`src/rtl/sst_pkg.sv`:
```
`timescale 1ns / 1ps
// shared types, codes, keyword table and character classes for the source tokenizer
package sst_pkg;

   localparam int COUNTER_BITS_DEFAULT = 24;
   localparam int FIELD_BITS = 24;
   localparam int QUEUE_DEPTH = 4;
   localparam int KW_COUNT = 14;
   localparam logic [3:0] IDENT_LEN_MAX = 4'd15;

   localparam logic CMD_BYTE = 1'b0;
   localparam logic CMD_END = 1'b1;

   typedef enum logic [3:0] {
      M_IDLE, M_SLASH, M_LINEC, M_BLOCKC, M_BLOCKSTAR, M_NUMBER, M_IDENT,
      M_STRING, M_OPEQ, M_OPBANG, M_OPGT, M_OPLT, M_OPAMP, M_OPBAR, M_ERROR
   } lexer_mode_type;

   localparam logic [5:0] K_NUMBER = 6'd0;
   localparam logic [5:0] K_IDENT = 6'd15;
   localparam logic [5:0] K_STRING = 6'd16;
   localparam logic [5:0] K_PLUS = 6'd17;
   localparam logic [5:0] K_MINUS = 6'd18;
   localparam logic [5:0] K_STAR = 6'd19;
   localparam logic [5:0] K_SLASH = 6'd20;
   localparam logic [5:0] K_PERCENT = 6'd21;
   localparam logic [5:0] K_EQ = 6'd22;
   localparam logic [5:0] K_EQEQ = 6'd23;
   localparam logic [5:0] K_NOT = 6'd24;
   localparam logic [5:0] K_NE = 6'd25;
   localparam logic [5:0] K_GT = 6'd26;
   localparam logic [5:0] K_GE = 6'd27;
   localparam logic [5:0] K_LT = 6'd28;
   localparam logic [5:0] K_LE = 6'd29;
   localparam logic [5:0] K_AND = 6'd30;
   localparam logic [5:0] K_OR = 6'd31;
   localparam logic [5:0] K_SEMI = 6'd32;
   localparam logic [5:0] K_LPAREN = 6'd33;
   localparam logic [5:0] K_RPAREN = 6'd34;
   localparam logic [5:0] K_LBRACE = 6'd35;
   localparam logic [5:0] K_RBRACE = 6'd36;
   localparam logic [5:0] K_LBRACKET = 6'd37;
   localparam logic [5:0] K_RBRACKET = 6'd38;
   localparam logic [5:0] K_COMMA = 6'd39;
   localparam logic [5:0] K_EOF = 6'd40;

   localparam logic [2:0] E_NONE = 3'd0;
   localparam logic [2:0] E_STRING = 3'd1;
   localparam logic [2:0] E_AMP = 3'd2;
   localparam logic [2:0] E_BAR = 3'd3;
   localparam logic [2:0] E_CHAR = 3'd4;

   localparam logic [7:0] CH_NEWLINE = 8'h0a;
   localparam logic [7:0] CH_UNDERSCORE = "_";

   // keyword text, right aligned, first character in the highest used byte
   localparam logic [63:0] KW_TEXT [KW_COUNT] = '{
      "entier", "texte", "booleen", "liste", "si", "sinon", "tantque",
      "pour", "allant", "de", "a", "dans", "afficher", "fonction"
   };
   localparam logic [3:0] KW_LEN [KW_COUNT] = '{
      4'd6, 4'd5, 4'd7, 4'd5, 4'd2, 4'd5, 4'd7,
      4'd4, 4'd6, 4'd2, 4'd1, 4'd4, 4'd8, 4'd8
   };

   typedef struct packed {
      logic [5:0]            token_kind;
      logic [2:0]            error_code;
      logic [FIELD_BITS-1:0] line_number;
      logic [FIELD_BITS-1:0] text_offset;
      logic [FIELD_BITS-1:0] text_length;
      logic [7:0]            error_char;
   } token_type;

   // results of one input byte: one or two tokens
   typedef struct packed {
      logic      two;
      token_type first;
      token_type second;
   } item_record_type;

   typedef struct packed {
      lexer_mode_type mode;
      logic           emit;
      logic           fault;
      logic [5:0]     kind;
      logic           quote;
      logic           word;
   } start_class_type;

   function automatic logic is_digit(input logic [7:0] c);
      return (c >= "0") && (c <= "9");
   endfunction

   function automatic logic is_alpha(input logic [7:0] c);
      return ((c >= "a") && (c <= "z")) || ((c >= "A") && (c <= "Z"));
   endfunction

   function automatic logic is_space(input logic [7:0] c);
      return (c == " ") || ((c >= 8'd9) && (c <= 8'd13));
   endfunction

   function automatic logic is_word(input logic [7:0] c);
      return is_alpha(c) || is_digit(c) || (c == CH_UNDERSCORE);
   endfunction

   function automatic logic [7:0] kw_char(input int k, input logic [3:0] pos);
      logic [63:0] w;
      int sh;
      w = KW_TEXT[k];
      sh = 0;
      if (pos < KW_LEN[k]) begin
         sh = (int'(KW_LEN[k]) - 1 - int'(pos)) * 8;
         return 8'(w >> sh);
      end
      return 8'd0;
   endfunction

   function automatic logic [KW_COUNT-1:0] kw_next(input logic [KW_COUNT-1:0] mask,
                                                   input logic [3:0] len,
                                                   input logic [7:0] c);
      logic [KW_COUNT-1:0] nxt;
      nxt = '0;
      for (int k = 0; k < KW_COUNT; k++) begin
         if (((len == 4'd0) || mask[k]) && (len < KW_LEN[k]) && (kw_char(k, len) == c)) begin
            nxt[k] = 1'b1;
         end
      end
      return nxt;
   endfunction

   function automatic logic [5:0] kw_kind(input logic [KW_COUNT-1:0] mask,
                                          input logic [3:0] len);
      logic [5:0] res;
      res = K_IDENT;
      for (int k = KW_COUNT - 1; k >= 0; k--) begin
         if (mask[k] && (KW_LEN[k] == len)) begin
            res = 6'(k + 1);
         end
      end
      return res;
   endfunction

   function automatic logic [5:0] op_single(input lexer_mode_type m);
      case (m)
         M_OPEQ: return K_EQ;
         M_OPBANG: return K_NOT;
         M_OPGT: return K_GT;
         default: return K_LT;
      endcase
   endfunction

   // what a byte does when it opens a new token
   function automatic start_class_type start_class(input logic [7:0] c);
      start_class_type s;
      s = '{mode: M_IDLE, emit: 1'b0, fault: 1'b0, kind: K_NUMBER, quote: 1'b0, word: 1'b0};
      if (is_space(c)) begin
         s.mode = M_IDLE;
      end else if (is_digit(c)) begin
         s.mode = M_NUMBER;
      end else if (is_alpha(c) || (c == CH_UNDERSCORE)) begin
         s.mode = M_IDENT;
         s.word = 1'b1;
      end else begin
         case (c)
            "\"": begin
               s.mode = M_STRING;
               s.quote = 1'b1;
            end
            "/": s.mode = M_SLASH;
            "=": s.mode = M_OPEQ;
            "!": s.mode = M_OPBANG;
            ">": s.mode = M_OPGT;
            "<": s.mode = M_OPLT;
            "&": s.mode = M_OPAMP;
            "|": s.mode = M_OPBAR;
            "+": begin s.emit = 1'b1; s.kind = K_PLUS; end
            "-": begin s.emit = 1'b1; s.kind = K_MINUS; end
            "*": begin s.emit = 1'b1; s.kind = K_STAR; end
            "%": begin s.emit = 1'b1; s.kind = K_PERCENT; end
            ";": begin s.emit = 1'b1; s.kind = K_SEMI; end
            "(": begin s.emit = 1'b1; s.kind = K_LPAREN; end
            ")": begin s.emit = 1'b1; s.kind = K_RPAREN; end
            "{": begin s.emit = 1'b1; s.kind = K_LBRACE; end
            "}": begin s.emit = 1'b1; s.kind = K_RBRACE; end
            "[": begin s.emit = 1'b1; s.kind = K_LBRACKET; end
            "]": begin s.emit = 1'b1; s.kind = K_RBRACKET; end
            ",": begin s.emit = 1'b1; s.kind = K_COMMA; end
            default: begin
               s.emit = 1'b1;
               s.fault = 1'b1;
               s.mode = M_ERROR;
            end
         endcase
      end
      return s;
   endfunction

   function automatic token_type make_tok(input logic [5:0] kind,
                                          input logic [2:0] err,
                                          input logic [FIELD_BITS-1:0] line,
                                          input logic [FIELD_BITS-1:0] off,
                                          input logic [FIELD_BITS-1:0] len,
                                          input logic [7:0] ch);
      token_type t;
      t.token_kind = kind;
      t.error_code = err;
      t.line_number = line;
      t.text_offset = off;
      t.text_length = len;
      t.error_char = ch;
      return t;
   endfunction

endpackage

```
`src/rtl/sst_req_if.sv`:
```
`timescale 1ns / 1ps
// source byte channel: valid, ready and one byte or end marker
interface sst_req_if;
   logic       valid;
   logic       ready;
   logic       cmd;
   logic [7:0] source_byte;

   modport source (output valid, output cmd, output source_byte, input ready);
   modport sink (input valid, input cmd, input source_byte, output ready);
endinterface

```
`src/rtl/sst_rsp_if.sv`:
```
`timescale 1ns / 1ps
// token channel: valid, ready and one token or error
interface sst_rsp_if;
   logic                            valid;
   logic                            ready;
   logic [5:0]                      token_kind;
   logic [2:0]                      error_code;
   logic [sst_pkg::FIELD_BITS-1:0]  line_number;
   logic [sst_pkg::FIELD_BITS-1:0]  text_offset;
   logic [sst_pkg::FIELD_BITS-1:0]  text_length;
   logic [7:0]                      error_char;
   logic                            last_of_item;

   modport source (output valid, output token_kind, output error_code, output line_number,
                   output text_offset, output text_length, output error_char,
                   output last_of_item, input ready);
   modport sink (input valid, input token_kind, input error_code, input line_number,
                 input text_offset, input text_length, input error_char,
                 input last_of_item, output ready);
endinterface

```
`src/rtl/script_source_tokenizer.sv`:
```
`timescale 1ns / 1ps
// top level of the streaming source tokenizer: lexer, record queue and output stage
//
//   channel   dir   payload                                            transfer when
//   req_ch    in    cmd, source_byte                                   valid && ready
//   rsp_ch    out   token_kind, error_code, line_number, text_offset,  valid && ready
//                   text_length, error_char, last_of_item
//
// one input transfer per cycle while the record queue has room; each result goes
// through the record queue to the output register. a byte that ends one token and
// starts another gives two results; the four-entry record queue absorbs these bursts.
// req_ch.ready drops only while the record queue is full.
// synchronous reset clears lexer state, counters, queue pointers and output valid.
module script_source_tokenizer #(
   parameter int COUNTER_BITS = sst_pkg::COUNTER_BITS_DEFAULT
) (
   input  logic      clock,
   input  logic      reset,
   sst_req_if.sink   req_ch,
   sst_rsp_if.source rsp_ch
);

   logic                     take;
   logic                     rec_push;
   sst_pkg::item_record_type rec;
   logic                     q_full;
   logic                     q_pop;
   logic                     head_valid;
   sst_pkg::item_record_type head_rec;

   assign req_ch.ready = !q_full;
   assign take = req_ch.valid && !q_full;

   sst_front #(
      .COUNTER_BITS(COUNTER_BITS)
   ) u_front (
      .clock      (clock),
      .reset      (reset),
      .take       (take),
      .cmd        (req_ch.cmd),
      .source_byte(req_ch.source_byte),
      .rec_push   (rec_push),
      .rec        (rec)
   );

   sst_queue u_queue (
      .clock     (clock),
      .reset     (reset),
      .push      (rec_push),
      .push_rec  (rec),
      .full      (q_full),
      .pop       (q_pop),
      .head_valid(head_valid),
      .head_rec  (head_rec)
   );

   sst_back u_back (
      .clock     (clock),
      .reset     (reset),
      .head_valid(head_valid),
      .head_rec  (head_rec),
      .pop       (q_pop),
      .rsp_ch    (rsp_ch)
   );

endmodule

```
`src/rtl/sst_front.sv`:
```
`timescale 1ns / 1ps
// lexer front end: mode state, counters, keyword mask and per-byte token record
module sst_front #(
   parameter int COUNTER_BITS = sst_pkg::COUNTER_BITS_DEFAULT
) (
   input  logic                     clock,
   input  logic                     reset,
   input  logic                     take,
   input  logic                     cmd,
   input  logic [7:0]               source_byte,
   output logic                     rec_push,
   output sst_pkg::item_record_type rec
);

   localparam int FB = sst_pkg::FIELD_BITS;

   sst_pkg::lexer_mode_type          mode_ff, mode_in;
   logic [COUNTER_BITS-1:0]          line_ff, line_in;
   logic [COUNTER_BITS-1:0]          offset_ff, offset_in;
   logic [COUNTER_BITS-1:0]          start_ff, start_in;
   logic [sst_pkg::KW_COUNT-1:0]     cand_ff, cand_in;
   logic [3:0]                       idlen_ff, idlen_in;

   sst_pkg::start_class_type st;
   logic [COUNTER_BITS-1:0]  len_cur;
   logic [COUNTER_BITS-1:0]  len_str;
   logic                     restart;
   logic [FB-1:0]            line_f, offset_f, start_f, len_cur_f, len_str_f;
   logic                     prim_valid, sec_valid;
   sst_pkg::token_type       prim, sec;

   function automatic logic [COUNTER_BITS-1:0] sat_inc(input logic [COUNTER_BITS-1:0] v);
      return (&v) ? v : v + 1'b1;
   endfunction

   function automatic logic [FB-1:0] to_field(input logic [COUNTER_BITS-1:0] v);
      logic [31:0] w;
      w = 32'(v);
      return w[FB-1:0];
   endfunction

   always_comb begin
      st = sst_pkg::start_class(source_byte);
      len_cur = offset_ff - start_ff;
      len_str = (offset_ff >= start_ff) ? len_cur : '0;
      line_f = to_field(line_ff);
      offset_f = to_field(offset_ff);
      start_f = to_field(start_ff);
      len_cur_f = to_field(len_cur);
      len_str_f = to_field(len_str);
      restart = 1'b0;
      if (cmd == sst_pkg::CMD_BYTE) begin
         case (mode_ff)
            sst_pkg::M_IDLE: restart = 1'b1;
            sst_pkg::M_SLASH: restart = (source_byte != "/") && (source_byte != "*");
            sst_pkg::M_NUMBER: restart = !sst_pkg::is_digit(source_byte);
            sst_pkg::M_IDENT: restart = !sst_pkg::is_word(source_byte);
            sst_pkg::M_OPEQ, sst_pkg::M_OPBANG, sst_pkg::M_OPGT, sst_pkg::M_OPLT:
               restart = (source_byte != "=");
            default: restart = 1'b0;
         endcase
      end
   end

   // next state
   always_comb begin
      mode_in = mode_ff;
      line_in = line_ff;
      offset_in = offset_ff;
      start_in = start_ff;
      cand_in = cand_ff;
      idlen_in = idlen_ff;
      if (take) begin
         if (cmd == sst_pkg::CMD_END) begin
            mode_in = sst_pkg::M_IDLE;
            line_in = COUNTER_BITS'(1);
            offset_in = '0;
            start_in = '0;
            cand_in = '0;
            idlen_in = '0;
         end else if (mode_ff != sst_pkg::M_ERROR) begin
            case (mode_ff)
               sst_pkg::M_SLASH: begin
                  if (source_byte == "/") begin
                     mode_in = sst_pkg::M_LINEC;
                  end else if (source_byte == "*") begin
                     mode_in = sst_pkg::M_BLOCKC;
                  end
               end
               sst_pkg::M_LINEC: begin
                  if (source_byte == sst_pkg::CH_NEWLINE) begin
                     mode_in = sst_pkg::M_IDLE;
                  end
               end
               sst_pkg::M_BLOCKC: begin
                  if (source_byte == "*") begin
                     mode_in = sst_pkg::M_BLOCKSTAR;
                  end
               end
               sst_pkg::M_BLOCKSTAR: begin
                  if (source_byte == "/") begin
                     mode_in = sst_pkg::M_IDLE;
                  end else if (source_byte != "*") begin
                     mode_in = sst_pkg::M_BLOCKC;
                  end
               end
               sst_pkg::M_IDENT: begin
                  if (sst_pkg::is_word(source_byte)) begin
                     cand_in = sst_pkg::kw_next(cand_ff, idlen_ff, source_byte);
                     idlen_in = (idlen_ff == sst_pkg::IDENT_LEN_MAX) ? idlen_ff
                                                                    : idlen_ff + 4'd1;
                  end
               end
               sst_pkg::M_STRING: begin
                  if (source_byte == "\"") begin
                     mode_in = sst_pkg::M_IDLE;
                  end
               end
               sst_pkg::M_OPEQ, sst_pkg::M_OPBANG, sst_pkg::M_OPGT, sst_pkg::M_OPLT: begin
                  if (source_byte == "=") begin
                     mode_in = sst_pkg::M_IDLE;
                  end
               end
               sst_pkg::M_OPAMP: begin
                  mode_in = (source_byte == "&") ? sst_pkg::M_IDLE : sst_pkg::M_ERROR;
               end
               sst_pkg::M_OPBAR: begin
                  mode_in = (source_byte == "|") ? sst_pkg::M_IDLE : sst_pkg::M_ERROR;
               end
               default: begin
                  mode_in = mode_ff;
               end
            endcase
            if (restart) begin
               mode_in = st.mode;
               start_in = st.quote ? sat_inc(offset_ff) : offset_ff;
               if (st.word) begin
                  cand_in = sst_pkg::kw_next('0, 4'd0, source_byte);
                  idlen_in = 4'd1;
               end
            end
            if (source_byte == sst_pkg::CH_NEWLINE) begin
               line_in = sat_inc(line_ff);
            end
            offset_in = sat_inc(offset_ff);
         end
      end
   end

   // token record for this byte
   always_comb begin
      prim_valid = 1'b0;
      prim = '0;
      sec_valid = 1'b0;
      sec = '0;
      if (cmd == sst_pkg::CMD_END) begin
         case (mode_ff)
            sst_pkg::M_SLASH: begin
               prim_valid = 1'b1;
               prim = sst_pkg::make_tok(sst_pkg::K_SLASH, sst_pkg::E_NONE, line_f, start_f,
                                        FB'(1), 8'd0);
            end
            sst_pkg::M_NUMBER: begin
               prim_valid = 1'b1;
               prim = sst_pkg::make_tok(sst_pkg::K_NUMBER, sst_pkg::E_NONE, line_f, start_f,
                                        len_cur_f, 8'd0);
            end
            sst_pkg::M_IDENT: begin
               prim_valid = 1'b1;
               prim = sst_pkg::make_tok(sst_pkg::kw_kind(cand_ff, idlen_ff), sst_pkg::E_NONE,
                                        line_f, start_f, len_cur_f, 8'd0);
            end
            sst_pkg::M_STRING: begin
               prim_valid = 1'b1;
               prim = sst_pkg::make_tok(sst_pkg::K_NUMBER, sst_pkg::E_STRING, line_f, start_f,
                                        '0, 8'd0);
            end
            sst_pkg::M_OPEQ, sst_pkg::M_OPBANG, sst_pkg::M_OPGT, sst_pkg::M_OPLT: begin
               prim_valid = 1'b1;
               prim = sst_pkg::make_tok(sst_pkg::op_single(mode_ff), sst_pkg::E_NONE, line_f,
                                        start_f, FB'(1), 8'd0);
            end
            sst_pkg::M_OPAMP: begin
               prim_valid = 1'b1;
               prim = sst_pkg::make_tok(sst_pkg::K_NUMBER, sst_pkg::E_AMP, line_f, start_f,
                                        '0, "&");
            end
            sst_pkg::M_OPBAR: begin
               prim_valid = 1'b1;
               prim = sst_pkg::make_tok(sst_pkg::K_NUMBER, sst_pkg::E_BAR, line_f, start_f,
                                        '0, "|");
            end
            default: prim_valid = 1'b0;
         endcase
         sec_valid = (mode_ff != sst_pkg::M_STRING) && (mode_ff != sst_pkg::M_OPAMP) &&
                     (mode_ff != sst_pkg::M_OPBAR) && (mode_ff != sst_pkg::M_ERROR);
         sec = sst_pkg::make_tok(sst_pkg::K_EOF, sst_pkg::E_NONE, line_f, offset_f, '0, 8'd0);
      end else begin
         case (mode_ff)
            sst_pkg::M_SLASH: begin
               prim_valid = restart;
               prim = sst_pkg::make_tok(sst_pkg::K_SLASH, sst_pkg::E_NONE, line_f, start_f,
                                        FB'(1), 8'd0);
            end
            sst_pkg::M_NUMBER: begin
               prim_valid = restart;
               prim = sst_pkg::make_tok(sst_pkg::K_NUMBER, sst_pkg::E_NONE, line_f, start_f,
                                        len_cur_f, 8'd0);
            end
            sst_pkg::M_IDENT: begin
               prim_valid = restart;
               prim = sst_pkg::make_tok(sst_pkg::kw_kind(cand_ff, idlen_ff), sst_pkg::E_NONE,
                                        line_f, start_f, len_cur_f, 8'd0);
            end
            sst_pkg::M_STRING: begin
               prim_valid = (source_byte == "\"");
               prim = sst_pkg::make_tok(sst_pkg::K_STRING, sst_pkg::E_NONE, line_f, start_f,
                                        len_str_f, 8'd0);
            end
            sst_pkg::M_OPEQ, sst_pkg::M_OPBANG, sst_pkg::M_OPGT, sst_pkg::M_OPLT: begin
               prim_valid = 1'b1;
               if (restart) begin
                  prim = sst_pkg::make_tok(sst_pkg::op_single(mode_ff), sst_pkg::E_NONE,
                                           line_f, start_f, FB'(1), 8'd0);
               end else begin
                  prim = sst_pkg::make_tok(sst_pkg::op_single(mode_ff) + 6'd1,
                                           sst_pkg::E_NONE, line_f, start_f, FB'(2), 8'd0);
               end
            end
            sst_pkg::M_OPAMP: begin
               prim_valid = 1'b1;
               if (source_byte == "&") begin
                  prim = sst_pkg::make_tok(sst_pkg::K_AND, sst_pkg::E_NONE, line_f, start_f,
                                           FB'(2), 8'd0);
               end else begin
                  prim = sst_pkg::make_tok(sst_pkg::K_NUMBER, sst_pkg::E_AMP, line_f, start_f,
                                           '0, "&");
               end
            end
            sst_pkg::M_OPBAR: begin
               prim_valid = 1'b1;
               if (source_byte == "|") begin
                  prim = sst_pkg::make_tok(sst_pkg::K_OR, sst_pkg::E_NONE, line_f, start_f,
                                           FB'(2), 8'd0);
               end else begin
                  prim = sst_pkg::make_tok(sst_pkg::K_NUMBER, sst_pkg::E_BAR, line_f, start_f,
                                           '0, "|");
               end
            end
            default: prim_valid = 1'b0;
         endcase
         sec_valid = restart && st.emit;
         if (st.fault) begin
            sec = sst_pkg::make_tok(sst_pkg::K_NUMBER, sst_pkg::E_CHAR, line_f, offset_f,
                                    '0, source_byte);
         end else begin
            sec = sst_pkg::make_tok(st.kind, sst_pkg::E_NONE, line_f, offset_f, FB'(1), 8'd0);
         end
      end
   end

   always_comb begin
      rec = '0;
      if (prim_valid) begin
         rec.first = prim;
         rec.second = sec;
         rec.two = sec_valid;
      end else begin
         rec.first = sec;
      end
      rec_push = take && (prim_valid || sec_valid);
   end

   always_ff @(posedge clock) begin
      if (reset) begin
         mode_ff <= sst_pkg::M_IDLE;
         line_ff <= COUNTER_BITS'(1);
         offset_ff <= '0;
         start_ff <= '0;
         cand_ff <= '0;
         idlen_ff <= '0;
      end else begin
         mode_ff <= mode_in;
         line_ff <= line_in;
         offset_ff <= offset_in;
         start_ff <= start_in;
         cand_ff <= cand_in;
         idlen_ff <= idlen_in;
      end
   end

endmodule

```
`src/rtl/sst_queue.sv`:
```
`timescale 1ns / 1ps
// short record queue between the lexer and the output stage
module sst_queue (
   input  logic                     clock,
   input  logic                     reset,
   input  logic                     push,
   input  sst_pkg::item_record_type push_rec,
   output logic                     full,
   input  logic                     pop,
   output logic                     head_valid,
   output sst_pkg::item_record_type head_rec
);

   localparam int DEPTH = sst_pkg::QUEUE_DEPTH;
   localparam int PTR_W = (DEPTH > 1) ? $clog2(DEPTH) : 1;
   localparam int CNT_W = $clog2(DEPTH + 1);

   sst_pkg::item_record_type slots_ff [DEPTH];
   logic [PTR_W-1:0]         wr_ptr_ff, wr_ptr_in;
   logic [PTR_W-1:0]         rd_ptr_ff, rd_ptr_in;
   logic [CNT_W-1:0]         count_ff, count_in;

   function automatic logic [PTR_W-1:0] ptr_next(input logic [PTR_W-1:0] p);
      return (p == PTR_W'(DEPTH - 1)) ? '0 : p + 1'b1;
   endfunction

   assign full = (count_ff == CNT_W'(DEPTH));
   assign head_valid = (count_ff != '0);
   assign head_rec = slots_ff[rd_ptr_ff];

   always_comb begin
      wr_ptr_in = push ? ptr_next(wr_ptr_ff) : wr_ptr_ff;
      rd_ptr_in = pop ? ptr_next(rd_ptr_ff) : rd_ptr_ff;
      count_in = count_ff;
      if (push && !pop) begin
         count_in = count_ff + 1'b1;
      end else if (pop && !push) begin
         count_in = count_ff - 1'b1;
      end
   end

   always_ff @(posedge clock) begin
      if (push) begin
         slots_ff[wr_ptr_ff] <= push_rec;
      end
   end

   always_ff @(posedge clock) begin
      if (reset) begin
         wr_ptr_ff <= '0;
         rd_ptr_ff <= '0;
         count_ff <= '0;
      end else begin
         wr_ptr_ff <= wr_ptr_in;
         rd_ptr_ff <= rd_ptr_in;
         count_ff <= count_in;
      end
   end

endmodule

```
`src/rtl/sst_back.sv`:
```
`timescale 1ns / 1ps
// output stage: splits queued records into single token transfers
module sst_back (
   input  logic                     clock,
   input  logic                     reset,
   input  logic                     head_valid,
   input  sst_pkg::item_record_type head_rec,
   output logic                     pop,
   sst_rsp_if.source                rsp_ch
);

   logic               out_valid_ff, out_valid_in;
   sst_pkg::token_type out_tok_ff, out_tok_in;
   logic               out_last_ff, out_last_in;
   logic               sel_ff, sel_in;
   logic               load;
   logic               cur_last;

   always_comb begin
      load = head_valid && (!out_valid_ff || rsp_ch.ready);
      cur_last = !head_rec.two || sel_ff;
      pop = load && cur_last;
      out_valid_in = out_valid_ff;
      out_tok_in = out_tok_ff;
      out_last_in = out_last_ff;
      sel_in = sel_ff;
      if (load) begin
         out_valid_in = 1'b1;
         out_tok_in = sel_ff ? head_rec.second : head_rec.first;
         out_last_in = cur_last;
         sel_in = !cur_last;
      end else if (rsp_ch.ready) begin
         out_valid_in = 1'b0;
      end
   end

   always_ff @(posedge clock) begin
      out_tok_ff <= out_tok_in;
      out_last_ff <= out_last_in;
   end

   always_ff @(posedge clock) begin
      if (reset) begin
         out_valid_ff <= 1'b0;
         sel_ff <= 1'b0;
      end else begin
         out_valid_ff <= out_valid_in;
         sel_ff <= sel_in;
      end
   end

   assign rsp_ch.valid = out_valid_ff;
   assign rsp_ch.token_kind = out_tok_ff.token_kind;
   assign rsp_ch.error_code = out_tok_ff.error_code;
   assign rsp_ch.line_number = out_tok_ff.line_number;
   assign rsp_ch.text_offset = out_tok_ff.text_offset;
   assign rsp_ch.text_length = out_tok_ff.text_length;
   assign rsp_ch.error_char = out_tok_ff.error_char;
   assign rsp_ch.last_of_item = out_last_ff;

endmodule

```
`src/flat_wrapper.sv`:
```
// flat-port wrapper written by rule: the top's interface ports become plain ports
module script_source_tokenizer_flat 
#(
   parameter int COUNTER_BITS = sst_pkg::COUNTER_BITS_DEFAULT
)
  (clock, reset, req_ch_valid, req_ch_cmd, req_ch_source_byte, req_ch_ready, rsp_ch_valid, rsp_ch_token_kind, rsp_ch_error_code, rsp_ch_line_number, rsp_ch_text_offset, rsp_ch_text_length, rsp_ch_error_char, rsp_ch_last_of_item, rsp_ch_ready);
  sst_req_if req_ch_i ();
  sst_rsp_if rsp_ch_i ();
  input  logic clock;
  input  logic reset;
  input wire logic [$bits(req_ch_i.valid)-1:0] req_ch_valid;
  input wire logic [$bits(req_ch_i.cmd)-1:0] req_ch_cmd;
  input wire logic [$bits(req_ch_i.source_byte)-1:0] req_ch_source_byte;
  output wire logic [$bits(req_ch_i.ready)-1:0] req_ch_ready;
  output wire logic [$bits(rsp_ch_i.valid)-1:0] rsp_ch_valid;
  output wire logic [$bits(rsp_ch_i.token_kind)-1:0] rsp_ch_token_kind;
  output wire logic [$bits(rsp_ch_i.error_code)-1:0] rsp_ch_error_code;
  output wire logic [$bits(rsp_ch_i.line_number)-1:0] rsp_ch_line_number;
  output wire logic [$bits(rsp_ch_i.text_offset)-1:0] rsp_ch_text_offset;
  output wire logic [$bits(rsp_ch_i.text_length)-1:0] rsp_ch_text_length;
  output wire logic [$bits(rsp_ch_i.error_char)-1:0] rsp_ch_error_char;
  output wire logic [$bits(rsp_ch_i.last_of_item)-1:0] rsp_ch_last_of_item;
  input wire logic [$bits(rsp_ch_i.ready)-1:0] rsp_ch_ready;
  assign req_ch_i.valid = req_ch_valid;
  assign req_ch_i.cmd = req_ch_cmd;
  assign req_ch_i.source_byte = req_ch_source_byte;
  assign req_ch_ready = req_ch_i.ready;
  assign rsp_ch_valid = rsp_ch_i.valid;
  assign rsp_ch_token_kind = rsp_ch_i.token_kind;
  assign rsp_ch_error_code = rsp_ch_i.error_code;
  assign rsp_ch_line_number = rsp_ch_i.line_number;
  assign rsp_ch_text_offset = rsp_ch_i.text_offset;
  assign rsp_ch_text_length = rsp_ch_i.text_length;
  assign rsp_ch_error_char = rsp_ch_i.error_char;
  assign rsp_ch_last_of_item = rsp_ch_i.last_of_item;
  assign rsp_ch_i.ready = rsp_ch_ready;
  script_source_tokenizer #(.COUNTER_BITS(COUNTER_BITS)) u_core (.clock(clock), .reset(reset), .req_ch(req_ch_i), .rsp_ch(rsp_ch_i));
endmodule
```
`config.mk`:
```
export PLATFORM = sky130hd
export DESIGN_NAME = script_source_tokenizer_flat
export DESIGN_NICKNAME = d
export VERILOG_FILES = /design/src/rtl/sst_pkg.sv /design/src/rtl/sst_req_if.sv /design/src/rtl/sst_rsp_if.sv /design/src/rtl/script_source_tokenizer.sv /design/src/rtl/sst_front.sv /design/src/rtl/sst_queue.sv /design/src/rtl/sst_back.sv /design/src/flat_wrapper.sv
export SDC_FILE = /design/constraint.sdc
export NUM_CORES = 1
export LEC_CHECK = 0
export BUFFER_PORTS_ARGS = -buffer_cell sky130_fd_sc_hd__buf_2
export CORE_UTILIZATION = 30
export CTS_BUF_LIST = sky130_fd_sc_hd__clkbuf_8
export CTS_CLUSTER_DIAMETER = 40
export CTS_CLUSTER_SIZE = 12
export DETAILED_ROUTE_END_ITERATION = 6
export HOLD_SLACK_MARGIN = 0.06
export SLEW_MARGIN = 20
export SYNTH_ARGS = -nofsm -noshare
export SYNTH_HDL_FRONTEND = slang
export SYNTH_SLANG_ARGS = --single-unit
```
`constraint.sdc`:
```
create_clock -name clock -period 19.5 [get_ports clock]
set_input_delay 0 -clock clock [delete_from_list [all_inputs] [get_ports clock]]
set_output_delay 0 -clock clock [all_outputs]
set_load 0.005 [all_outputs]
```
# Yosys cells after proc, flatten, opt, wreduce, memory -nomap -nowiden
# Memory sizes are Yosys's and may differ from the RTL's. A register that Yosys moved wholly into a read port is not among the register bits.
# Cells that the tools add are included.
dict set report classes {
  addsub 16
  n_lt_le_gt_ge 16
  n_eq_ne 84
  shifts 14
  n_mux 319
  n_reduce_logical 109
}
# op n
set ops {}
lappend ops {{89-bit one-hot mux with 7 select lines} 2}
lappend ops {{8-bit 2-to-1 mux} 143}
lappend ops {{89-bit 2-to-1 mux} 7}
lappend ops {{24-bit 2-to-1 mux} 12}
lappend ops {{8-bit == test} 23}
lappend ops {{88-bit 2-to-1 mux} 2}
lappend ops {{8-bit by 6-bit == test with 1-bit output, second input constant} 16}
lappend ops {{63-bit by 32-bit >> shifter with 8-bit output, first input constant} 2}
lappend ops {{39-bit by 32-bit >> shifter with 8-bit output, first input constant} 3}
lappend ops {{55-bit by 32-bit >> shifter with 8-bit output, first input constant} 2}
lappend ops {{6-bit 2-to-1 mux} 16}
lappend ops {{47-bit by 32-bit >> shifter with 8-bit output, first input constant} 2}
lappend ops {{4-bit 2-to-1 mux} 23}
lappend ops {{1-bit 2-to-1 mux} 84}
lappend ops {{14-bit 2-to-1 mux} 6}
lappend ops {{6-bit one-hot mux with 12 select lines} 1}
lappend ops {{15-bit by 32-bit >> shifter with 8-bit output, first input constant} 2}
lappend ops {{31-bit by 32-bit >> shifter with 8-bit output, first input constant} 2}
lappend ops {{7-bit 2-to-1 mux} 9}
lappend ops {{1-bit logical AND} 57}
lappend ops {{24-bit by 1-bit adder with 24-bit output, second input constant} 2}
lappend ops {{8-bit by 7-bit == test with 1-bit output, second input constant} 6}
lappend ops {{24-bit AND reduction} 2}
lappend ops {{4-bit one-hot mux with 9 select lines} 1}
lappend ops {{62 further kinds} 133}
dict set report word_totals {
  reg_bits 193
  mem_bits_rw 716
  in_bits 13
  out_inout_bits 92
  wordCells 577
  n_memories 1
}
# name depth word_bits read_ports rd_clocked_by_memory_dff write_ports line_no
set memory_table {}
lappend memory_table {u_core.u_queue.slots_ff 4 179 1 1 1 sst_queue.sv:18} ;# sst_pkg::item_record_type slots_ff [DEPTH];

# Longest topological paths before layout
# Gate-level depths: netlist of the first run.
dict set report depth {
  word_depth 25
  ltp_mapped 16
  ltp_nobuf 13
}

# Cells and area by module
# From an unflattened synthesis of the first run, not the netlist that was laid out.
dict set report unflattened {
  hier_cells 2823
  area_unflattened_um2 41108.2
}
# module n_inst cells_per_inst area_each_um2 seq_area_each_um2
set by_module_without_submodules {}
lappend by_module_without_submodules {sst_queue 1 979 26252.7 21680.8}
lappend by_module_without_submodules {sst_front 1 1640 10908.0 1881.8}
lappend by_module_without_submodules {sst_back 1 202 3937.5 2742.6}
lappend by_module_without_submodules {script_source_tokenizer 1 2 10.0 0.0}

# Worst setup path after synthesis of the first run
# Ideal clock, no wire load.
dict set report synth_timing {
  path_kind {register to register}
  start {register u_core.u_queue.count_ff[0]}
  end {register u_core.u_queue.count_ff[2]}
  setup_time_ns 0.071
  arrival_ns 6.494
  t_required_ns 19.429
  path_slack_ns 12.936
  path_stages_with_launch 11
  n_path_buf 0
  synth_period_minus_slack_ns 6.564
  cell_sequence {dfxtp_1 -> nor3_1 -> a21oi_1 -> and2_1 -> inv_1 -> ha_1 -> inv_1 -> fa_1 -> xor2_1 -> or3_1 -> a21oi_1}
}
dict set report synth_via {
  word_cells_on_any_way 16
  classes_between {2 x add/sub; 1 x eq/ne; 2 x mux; 11 x reduce/logical}
}
# element line_no
set synth_lines {}
lappend synth_lines {{start: declaration} sst_queue.sv:21} ;# logic [CNT_W-1:0] count_ff, count_in;
lappend synth_lines {{start signal: assignment} sst_queue.sv:56} ;# count_ff <= count_in;
lappend synth_lines {{3-bit nonzero test (*)} sst_queue.sv:28} ;# assign head_valid = (count_ff != '0);
lappend synth_lines {{1-bit logical AND (*)} sst_back.sv:20} ;# load = head_valid && (!out_valid_ff || rsp_ch.ready);
lappend synth_lines {{net u_core.u_back.load} sst_back.sv:16} ;# logic load;
lappend synth_lines {{1-bit logical AND (*)} sst_back.sv:22} ;# pop = load && cur_last;
lappend synth_lines {{1-bit logical NOT} sst_queue.sv:35} ;# if (push && !pop) begin
lappend synth_lines {{1-bit logical AND} sst_queue.sv:35}
lappend synth_lines {{3-bit 2-to-1 mux / 2-bit nonzero test (equally long branches)} --}
# The timed path passes the listed nets; every way through them passes the cells marked *. The select of a mux whose other input is x is not followed.
# A chain may end at the register's enable or synchronous reset.

# Worst setup path after layout of the first run
dict set report layout_timing {
  start {register u_core.u_front.mode_ff[3]}
  end {memory u_core.u_queue.slots_ff[1][103] (netlist name) (enable)}
}
dict set report layout_via {
  elab_chain_len 10
  word_cells_on_any_way 33
  classes_between {14 x eq/ne; 8 x mux; 11 x reduce/logical}
}
# element line_no
set layout_rtl {}
lappend layout_rtl {{start: declaration} sst_front.sv:17} ;# sst_pkg::lexer_mode_type mode_ff, mode_in;
lappend layout_rtl {{start signal: assignment} sst_front.sv:276} ;# mode_ff <= sst_pkg::M_IDLE;
lappend layout_rtl {{start signal: assignment} sst_front.sv:283} ;# mode_ff <= mode_in;
lappend layout_rtl {{4-bit == test} {sst_front.sv:53, sst_front.sv:157, sst_front.sv:199}}
lappend layout_rtl {{4-bit OR reduction} sst_front.sv:53} ;# case (mode_ff)
lappend layout_rtl {{1-bit one-hot mux with 5 select lines} sst_front.sv:53}
lappend layout_rtl {{1-bit 2-to-1 mux} sst_front.sv:52} ;# if (cmd == sst_pkg::CMD_BYTE) begin
lappend layout_rtl {{1-bit one-hot mux with 3 select lines / 1-bit logical AND (equally long branches)} {sst_front.sv:199, sst_front.sv:252}}
lappend layout_rtl {{1-bit 2-to-1 mux} sst_front.sv:156} ;# if (cmd == sst_pkg::CMD_END) begin
lappend layout_rtl {{1-bit logical OR (*)} sst_front.sv:271} ;# rec_push = take && (prim_valid || sec_valid);
lappend layout_rtl {{1-bit logical AND (*)} sst_front.sv:271}
lappend layout_rtl {{net u_core.rec_push} script_source_tokenizer.sv:24} ;# logic rec_push;
lappend layout_rtl {{1-bit 2-to-1 mux (*)} sst_queue.sv:43} ;# if (push) begin
lappend layout_rtl {{1-bit 2-to-1 mux (implied by the code) (*)} sst_queue.sv:44} ;# slots_ff[wr_ptr_ff] <= push_rec;
lappend layout_rtl {{end: declaration} sst_queue.sv:18}
# The timed path passes the listed nets; every way through them passes the cells marked *.

==> summary.txt, run 1 <==
Power and ir drop
  – Total Power: 5020 uW
  – Combinational group share of total power: 25.1%
  – Net switching power: 1560 uW
  – Static leakage power: 0.0133 uW
  – Maximum VDD drop: 0.0000835 V
  – Portion of total power attributed to sequential cells: 48.0%
  – Share of total power consumed by net switching: 31.1%
  – Power per Cell Area: 122 nW/um2
  – Internal power consumption: 3460 uW
  – Clock group share of total power: 26.9%

Logic synthesis
  – Area fraction of the dominant cell type after synthesis: 57.9%
  – Post-synthesis instance area: 36600 um2
  – Count of state elements after synthesis: 811
  – Number of synthesized flops with an enable pin: 706
  – Instance count of the mapped netlist: 2617
  – Synth top area cells: sky130_fd_sc_hd__edfxtp_1, sky130_fd_sc_hd__mux4_2, sky130_fd_sc_hd__dfxtp_1
  – Yosys warnings: 0
  – Mean post-synth cell area: 14.0 um2
  – Cell variety after synth: 92
  – Library cell with the largest summed area after synthesis: sky130_fd_sc_hd__edfxtp_1
  – Part of the Yosys area used for sequential elements: 63.6%
  – Most used flip-flop cell after synthesis: sky130_fd_sc_hd__edfxtp_1
  – Fraction of registers with async set/reset: 0%
  – Mapped Nets: 2673

Clock tree
  – H-Tree Level Count: 3
  – Clock insertion delay at the later pin of the skew report: 0.76 ns
  – Clock edge transition at the registers on the reported setup and hold paths: 0.07 ns
  – Number of buffers on the longest clock path: 3
  – Number of buffers added by the clock tree synthesis step: 103
  – Sink Count: 811
  – Clock tree root driver cell: sky130_fd_sc_hd__clkbuf_8
  – Clock tree from TritonCTS: done
  – Number of gates resized after cts: 0

Route
  – Detailed-route vias per instance: 5.05
  – Number of nets still failing antenna checks after routing: 0
  – Routed len/inst: 20.2 um
  – Post-detailed-routing wire length: 88.2 mm
  – DR vias: 22100
  – Number of violations reported at the end of detailed-routing iteration 0: 1799
  – Number of design rule violations left after detail routing: 15
  – Drt first pass iters: 7

Setup path
  – Startpoint kind of the worst setup timing path: flip-flop
  – Maximum fanout along the worst path: 59
  – Nature of the critical path endpoint: flip-flop
  – Dominant delay contributor by cell family on the critical path: buffers and inverters
  – Critical path class: flip-flop to flip-flop
  – Endpoint required time on the critical path: 19.83 ns
  – Slowest stage cell on the critical path: sky130_fd_sc_hd__buf_4
  – CP Depth: 10
  – Crit-path cells: inv_1, nor2_1, a32o_2, or2_0, nor2_1, o31a_1, a21boi_1, and2_4, buf_4, buf_4
  – Number of cells traversed by the worst register-to-register path: 10
  – Total buffers and inverters traversed by the critical path: 3
  – Worst Path Arrival: 5.94 ns
  – Delay of the slowest critical-path stage: 0.83 ns

Final layout
  – Reg area: 23300 um2
  – Core utilization of the finished layout: 34.1%
  – Nets: 2737
  – Fraction of final layout cells sized beyond drive strength 1: 20.2%
  – Area Growth Syn to Fin: 12.1%
  – Non-filler cells in the finished layout: 4375
  – Area of all placed cells without fillers: 41100 um2
  – Filler Cell Count: 11800
  – Area of combinational cells with multiple inputs: 12300 um2

Timing
  – Final Hold Vio Count: 0
  – Slew margin rel.: 26.0%
  – RSZ-0062 raised after global routing: false
  – Setup tns final: 0 ns
  – Max Slew Vio Count: 0
  – Final clock skew: 0.0631 ns
  – Slew @ Worst Pin: 1.11 ns
  – Count of endpoints failing setup in the final report: 0
  – Ratio of final minimum period to clock period: 28.8%
  – Peak clock frequency supported by timing: 178 MHz
  – Final worst path period need: 5.61 ns

Floorplan
  – Die Span Y: 351 um
  – Top Ports: 105
  – Die W: 351 um
  – Core region area: 120000 um2
  – Placement Rows: 127
  – Initial core utilization: 30.4%
  – Area of the die: 124000 um2

Placed design
  – Post-detail-place hpwl: 55.2 mm
  – Number of I/O port buffers: 104
  – Total placed instance area: 38700 um2
  – Post-placement cell count: 4174
  – Final estimated routing congestion in global placement: 0.894

Global routing
  – Via count of the first global-routing pass: 21500
  – Maximum number of pins on one net before global-route repair: 113
  – Total routing resource utilization after global routing: 14.0%
  – Number of antenna violations at the first check in global routing: 3
  – Global-route wire length before repair: 133 mm
  – Overflow after GRT: 0

Run
  – Number of max-capacitance violations reported: 0

Run status
  – Failing checks: DRC
  – Result of the run: finished with violations

Worst hold path
  – Type of the most critical hold path: input port to flip-flop
  – Number of cells on the worst hold path: 3
==> what timing repair did <==
action / 4_1_cts / 5_1_grt
setup buffers: 0 / 0
hold buffers: 14 / 0
hold endpoints to repair: 119 / 0
==> final timing paths <==
path,start,to,slack (ns)
min reg2reg,u_core.u_front.start_f[15],u_core.u_front.start_f[15],0.46
min,reset,u_core.u_queue.count_ff[0],0.24
max reg2reg,u_core.u_front.mode_ff[3],u_core.u_queue.slots_ff[1][103],13.89
max,u_core.u_front.mode_ff[3],u_core.u_queue.slots_ff[1][103],13.89
==> layer usage <==
metal  wire (um)  GRT usage, %  vias up
met2       41500          22.5      689
met1       39800          19.4    11100
met4        1810          4.06        2
li1            -             -    10200
met5          17             0        -
met3        5140          2.57      138
==> cell families after synthesis <==
logic type	count (synthesis)	share of synthesized area [%]
xor+xnor	95	2.27
fa+ha+maj	44	1.54
buf+inv	251	2.78
simple gates	745	10.2
mux	237	12.0
flops	811	63.6
compound gates	434	7.60
==> cells in the mapped netlist, types with 15 or more instances <==
library cell,number
sky130_fd_sc_hd__nor3_1,84
sky130_fd_sc_hd__nor2_1,186
sky130_fd_sc_hd__a31oi_1,22
sky130_fd_sc_hd__buf_1,33
sky130_fd_sc_hd__inv_1,57
sky130_fd_sc_hd__and3_1,25
sky130_fd_sc_hd__o31ai_1,15
sky130_fd_sc_hd__clkbuf_1,135
sky130_fd_sc_hd__or3_1,20
sky130_fd_sc_hd__a21oi_1,106
sky130_fd_sc_hd__o21ai_0,113
sky130_fd_sc_hd__ha_1,41
sky130_fd_sc_hd__mux2_2,68
sky130_fd_sc_hd__edfxtp_1,706
sky130_fd_sc_hd__and2_1,71
sky130_fd_sc_hd__nor4_1,23
sky130_fd_sc_hd__nand4_1,24
sky130_fd_sc_hd__dfxtp_1,105
sky130_fd_sc_hd__xnor2_1,58
sky130_fd_sc_hd__nand2b_1,20
sky130_fd_sc_hd__a22oi_1,17
sky130_fd_sc_hd__xor2_1,37
sky130_fd_sc_hd__nand3_1,55
sky130_fd_sc_hd__nor2b_1,43
sky130_fd_sc_hd__nand2_1,155
sky130_fd_sc_hd__a21o_1,18
sky130_fd_sc_hd__mux4_2,154
==> cells in the final DEF (no fill, tap or decap), types with 13 or more instances in the layout <==
| cell | instances |
|---|---|
| sky130_fd_sc_hd__o21ai_0 | 112 |
| sky130_fd_sc_hd__o31ai_1 | 15 |
| sky130_fd_sc_hd__clkbuf_8 | 107 |
| sky130_fd_sc_hd__o211ai_1 | 13 |
| sky130_fd_sc_hd__and2_1 | 67 |
| sky130_fd_sc_hd__a22oi_1 | 17 |
| sky130_fd_sc_hd__xnor2_1 | 58 |
| sky130_fd_sc_hd__mux2_2 | 68 |
| sky130_fd_sc_hd__nand2_1 | 155 |
| sky130_fd_sc_hd__nor4_1 | 23 |
| sky130_fd_sc_hd__mux2i_1 | 13 |
| sky130_fd_sc_hd__nand4_1 | 24 |
| sky130_fd_sc_hd__xor2_1 | 37 |
| sky130_fd_sc_hd__dfxtp_1 | 101 |
| sky130_fd_sc_hd__inv_6 | 18 |
| sky130_fd_sc_hd__nor2_1 | 186 |
| sky130_fd_sc_hd__o21ai_1 | 13 |
| sky130_fd_sc_hd__a211oi_1 | 13 |
| sky130_fd_sc_hd__a31oi_1 | 22 |
| sky130_fd_sc_hd__edfxtp_1 | 706 |
| sky130_fd_sc_hd__nand3_1 | 55 |
| sky130_fd_sc_hd__buf_2 | 104 |
| sky130_fd_sc_hd__nor2b_1 | 43 |
| sky130_fd_sc_hd__a21o_1 | 17 |
| sky130_fd_sc_hd__buf_4 | 31 |
| sky130_fd_sc_hd__or3_1 | 20 |
| sky130_fd_sc_hd__inv_1 | 76 |
| sky130_fd_sc_hd__nand2b_1 | 20 |
| sky130_fd_sc_hd__and3_1 | 25 |
| sky130_fd_sc_hd__nor3_1 | 84 |
| sky130_fd_sc_hd__a21oi_1 | 105 |
| sky130_fd_sc_hd__mux4_2 | 154 |
| sky130_fd_sc_hd__ha_1 | 41 |
| sky130_fd_sc_hd__dlygate4sd3_1 | 14 |
==> power groups by stage <==
stage / registers, uW / logic (uW) / clock network (uW)
after floorplan: 2430 / 859 / 0
after global placement: 2450 / 1290 / 0
after CTS: 2420 / 1300 / 1390
final: 2410 / 1260 / 1350
after global routing: 2450 / 1370 / 1450
after detailed placement: 2460 / 1290 / 0
==> flip-flops by register name, indices dropped and copies added (netlist names), 4 cells and up, named ones only <==
| register | count |
|---|---|
| u_core.u_queue.slots_ff | 616 |
| u_core.u_front.line_f | 24 |
| u_core.u_front.offset_f | 24 |
| u_core.u_front.start_f | 24 |
| u_core.u_back.rsp_ch.text_offset | 24 |
| u_core.u_back.rsp_ch.text_length | 24 |
| u_core.u_front.mode_ff | 4 |
| u_core.u_front.cand_ff | 14 |
| u_core.u_back.rsp_ch.token_kind | 6 |
| u_core.u_back.rsp_ch.line_number | 24 |
| u_core.u_front.idlen_ff | 4 |
| u_core.u_back.rsp_ch.error_char | 8 |
==> metrics by stage <==
stage          hold WS, ns  setup slack (ns)
3_3_place_gp         0.367             13.90
4_1_cts              0.167             13.89
5_1_grt              0.212             13.46
6_report             0.236             13.89
2_1_floorplan        0.178             12.94
3_5_place_dp         0.377             13.85
==> tightest hold or removal path: stages <==
cell	delay [ns]
sky130_fd_sc_hd__dlygate4sd3_1	0.52
sky130_fd_sc_hd__buf_2	0.27
sky130_fd_sc_hd__nor2_1	0.15
==> cell type report <==
type                            instances  area share, %
Timing Repair Buffer                  150           2.22
Tap cell                             1612           4.91
Inverter                               60          0.549
Clock buffer                          107           3.59
Multi-Input combinational cell       1555           30.1
Antenna cell                            2         0.0122
Clock inverter                         78           1.86
Sequential cell                       811           56.8
Power figures use the tool's default switching activity.
==> inputs of run 2 (changes only) <==
==> constraint.sdc (replaced) <==
create_clock -name clock -period 5.6 [get_ports clock]
set_input_delay 0 -clock clock [delete_from_list [all_inputs] [get_ports clock]]
set_output_delay 0 -clock clock [all_outputs]
set_load 0.005 [all_outputs]
==> run 2 against run 1 <==
Critical path depth decreased by 1. Core utilization increased by 0.21 points. Sequential power grew to 3.5 times the previous value. Critical endpoint is now u_core.u_queue.slots_ff[3][95]. The run now ends clean. Largest cell class unchanged. Power grew to 3.5 times the previous value.
==> summary.txt, run 2 (synthesis results as in run 1) <==
Run status
  – Result of the run: complete, no violations

Route
  – Routed len/inst: 20.3 um (+0.44%)
  – Number of design rule violations left after detail routing: 0 (-15)
  – DR vias: 22300 (+0.93%)
  – Detailed-route vias per instance: 5.08 (+0.47%)
  – Drt first pass iters: 5 (-2)
  – Wire length on met3: 4.99 mm (-2.9%)
  – Total routed wire length on the met1 layer: 40.0 mm (+0.56%)
  – Met2 layer wire length in the routed design: 42.1 mm (+1.6%)
  – Max Used Layer: met4
  – Post-detailed-routing wire length: 89.0 mm (+0.90%)
  – Number of violations reported at the end of detailed-routing iteration 0: 1820 (+1.2%)
  – Number of nets still failing antenna checks after routing: 0 (unchanged)

Timing
  – Ratio of final minimum period to clock period: 77.9% (+49 points)
  – Post-route worst hold slack: 0.241 ns (+0.00580 ns)
  – Final worst path period need: 4.36 ns (-1.24 ns)
  – Final clock skew: 0.0417 ns (-0.0214 ns)
  – RSZ-0062 raised after global routing: false
  – Slew margin rel.: 27.2% (+1.3 points)
  – Slew @ Worst Pin: 1.09 ns (-0.0190 ns)
  – Slack of the critical path: 1.24 ns (-12.66 ns)
  – Max Slew Vio Count: 0 (unchanged)
  – Setup tns final: 0 ns (unchanged)
  – Count of endpoints failing setup in the final report: 0 (unchanged)
  – Peak clock frequency supported by timing: 229 MHz (+28%)
  – Final Hold Vio Count: 0 (unchanged)

Worst hold path
  – Launch instance of the worst min-delay path: reset
  – Capture endpoint of the worst hold path: u_core.u_front.idlen_ff[1]
  – Number of cells on the worst hold path: 3 (unchanged)
  – Type of the most critical hold path: input port to flip-flop

Setup path
  – Startpoint of the worst-slack reg-to-reg timing path: u_core.u_front.mode_ff[3]
  – Worst Path Arrival: 4.78 ns (-1.16 ns)
  – Number of cells traversed by the worst register-to-register path: 9 (-1)
  – Startpoint kind of the worst setup timing path: flip-flop
  – Reg2reg end: u_core.u_queue.slots_ff[3][95]
  – R2R setup slack: 1.24 ns (-12.66 ns)
  – Maximum fanout along the worst path: 42 (-29%)
  – Endpoint required time on the critical path: 6.02 ns (-13.81 ns)
  – Nature of the critical path endpoint: flip-flop
  – Critical path class: flip-flop to flip-flop

Clock tree
  – Number of buffers on the longest clock path: 3 (unchanged)
  – Number of buffers added by the clock tree synthesis step: 104 (+0.97%)
  – Clock tree root driver cell: sky130_fd_sc_hd__clkbuf_8
  – Sink Count: 811 (unchanged)
  – Clock edge transition at the registers on the reported setup and hold paths: 0.07 ns (about the same)
  – Clock insertion delay at the later pin of the skew report: 0.77 ns (about the same)
  – H-Tree Level Count: 3 (unchanged)
  – Clock tree from TritonCTS: done

Final layout
  – Largest register by flop count: u_core.u_queue.slots_ff
  – Non-filler cells in the finished layout: 4395 (+0.46%)
  – Area of combinational cells with multiple inputs: 12300 um2 (unchanged)
  – Nets: 2752 (+0.55%)
  – Fraction of final layout cells sized beyond drive strength 1: 20.7% (+0.50 points)
  – Reg area: 23300 um2 (about the same)
  – Area Growth Syn to Fin: 12.8%
  – Filler Cell Count: 11800 (+0.068%)
  – Leading cell type in the layout, fill and taps excluded: sky130_fd_sc_hd__edfxtp_1
  – Most frequent cells in the layout: sky130_fd_sc_hd__edfxtp_1, sky130_fd_sc_hd__nor2_1, sky130_fd_sc_hd__nand2_1
  – Max FFs per register: 616 (unchanged)

Global routing
  – Number of antenna violations at the first check in global routing: 4 (+1)
  – Maximum number of pins on one net before global-route repair: 90 (-20%)
  – Via count of the first global-routing pass: 22100 (+2.7%)
  – Global-route wire length before repair: 135 mm (+1.1%)
  – Overflow after GRT: 0 (unchanged)
  – Total routing resource utilization after global routing: 14.2% (+0.19 points)

Placed design
  – Number of I/O port buffers: 104 (unchanged)
  – Post-placement cell count: 4187 (+0.31%)
  – Final estimated routing congestion in global placement: 0.907 (+1.4%)
  – Post-detail-place hpwl: 55.9 mm (+1.2%)
  – Setup Slack @ Placement: 1.30 ns (-12.56 ns)

Floorplan
  – Area of the die: 124000 um2 (unchanged)
  – Core region area: 120000 um2 (unchanged)
  – Die W: 351 um (unchanged)
  – Placement Rows: 127 (unchanged)
  – Initial core utilization: 30.4% (unchanged)
  – Die Span Y: 351 um (unchanged)
  – Top Ports: 105 (unchanged)

Power and ir drop
  – Total Power: 17500 uW (+250%)
  – Power per Cell Area: 424 nW/um2 (+250%)
  – Static leakage power: 0.0134 uW (+0.72%)
  – Maximum VDD drop: 0.000456 V (+450%)

Run
  – Number of max-capacitance violations reported: 0 (unchanged)
-- run 2: area by class of cell --
class                           count  share of cell area, %
Sequential cell                   811                   56.4
Multi-Input combinational cell   1555                   29.9
Tap cell                         1612                   4.88
Clock buffer                      110                   3.67
Timing Repair Buffer              164                   2.74
Clock inverter                     81                   1.82
Inverter                           60                  0.545
Antenna cell                        2                 0.0121
-- run 2: per-layer routing --
metal | vias up | track usage (%)
met5 | - | 0
met3 | 133 | 2.62
met2 | 632 | 23.1
li1 | 10200 | -
met4 | 0 | 4.21
met1 | 11300 | 19.3
-- run 2: critical path, cell delays in order, from the launching register on --
cell and delay (ns):
sky130_fd_sc_hd__dfxtp_1 0.78, sky130_fd_sc_hd__inv_1 0.31, sky130_fd_sc_hd__nor2_1 0.25, sky130_fd_sc_hd__a32o_2 0.20
sky130_fd_sc_hd__or2_0 0.34, sky130_fd_sc_hd__nor2_1 0.14, sky130_fd_sc_hd__o31a_1 0.35, sky130_fd_sc_hd__a21boi_1 0.44
sky130_fd_sc_hd__and2_4 0.77, sky130_fd_sc_hd__buf_4 0.43
-- run 2: worst max-delay path by stage --
| stage | start | to | slack (ns) |
|---|---|---|---|
| finish | u_core.u_front.mode_ff[3] | u_core.u_queue.slots_ff[3][95] | 1.24 |
| global route | u_core.u_front.mode_ff[3] | u_core.u_queue.slots_ff[3][173] | 0.98 |
| CTS | u_core.u_front.mode_ff[3] | u_core.u_queue.slots_ff[3][173] | 1.28 |
| detailed placement | req_ch_source_byte[3] | u_core.u_queue.slots_ff[3][5] | 1.30 |
| global placement | req_ch_source_byte[3] | u_core.u_queue.slots_ff[3][89] | 1.33 |
| floorplan | u_core.u_back.rsp_ch.valid | u_core.u_queue.count_ff[2] | 1.13 |
-- run 2: report_power, final --
part           leakage [uW]  switching [uW]  internal [uW]
logic               0.00461            2620           1810
registers           0.00759             435           7950
clock network       0.00121            2360           2320
-- run 2: timing repair --
action / 4_1_cts / 5_1_grt
setup buffers: 0 / 0
hold endpoints to repair: 134 / 0
hold buffers: 15 / 0
resized for setup: 0 / 0
-- run 2: through the flow --
step	instance area, um2	util (%)
finish	41300	34.3
global placement	38900	32.3
CTS	41300	34.3
global route	41300	34.3
detailed placement	38900	32.3
floorplan	36600	-
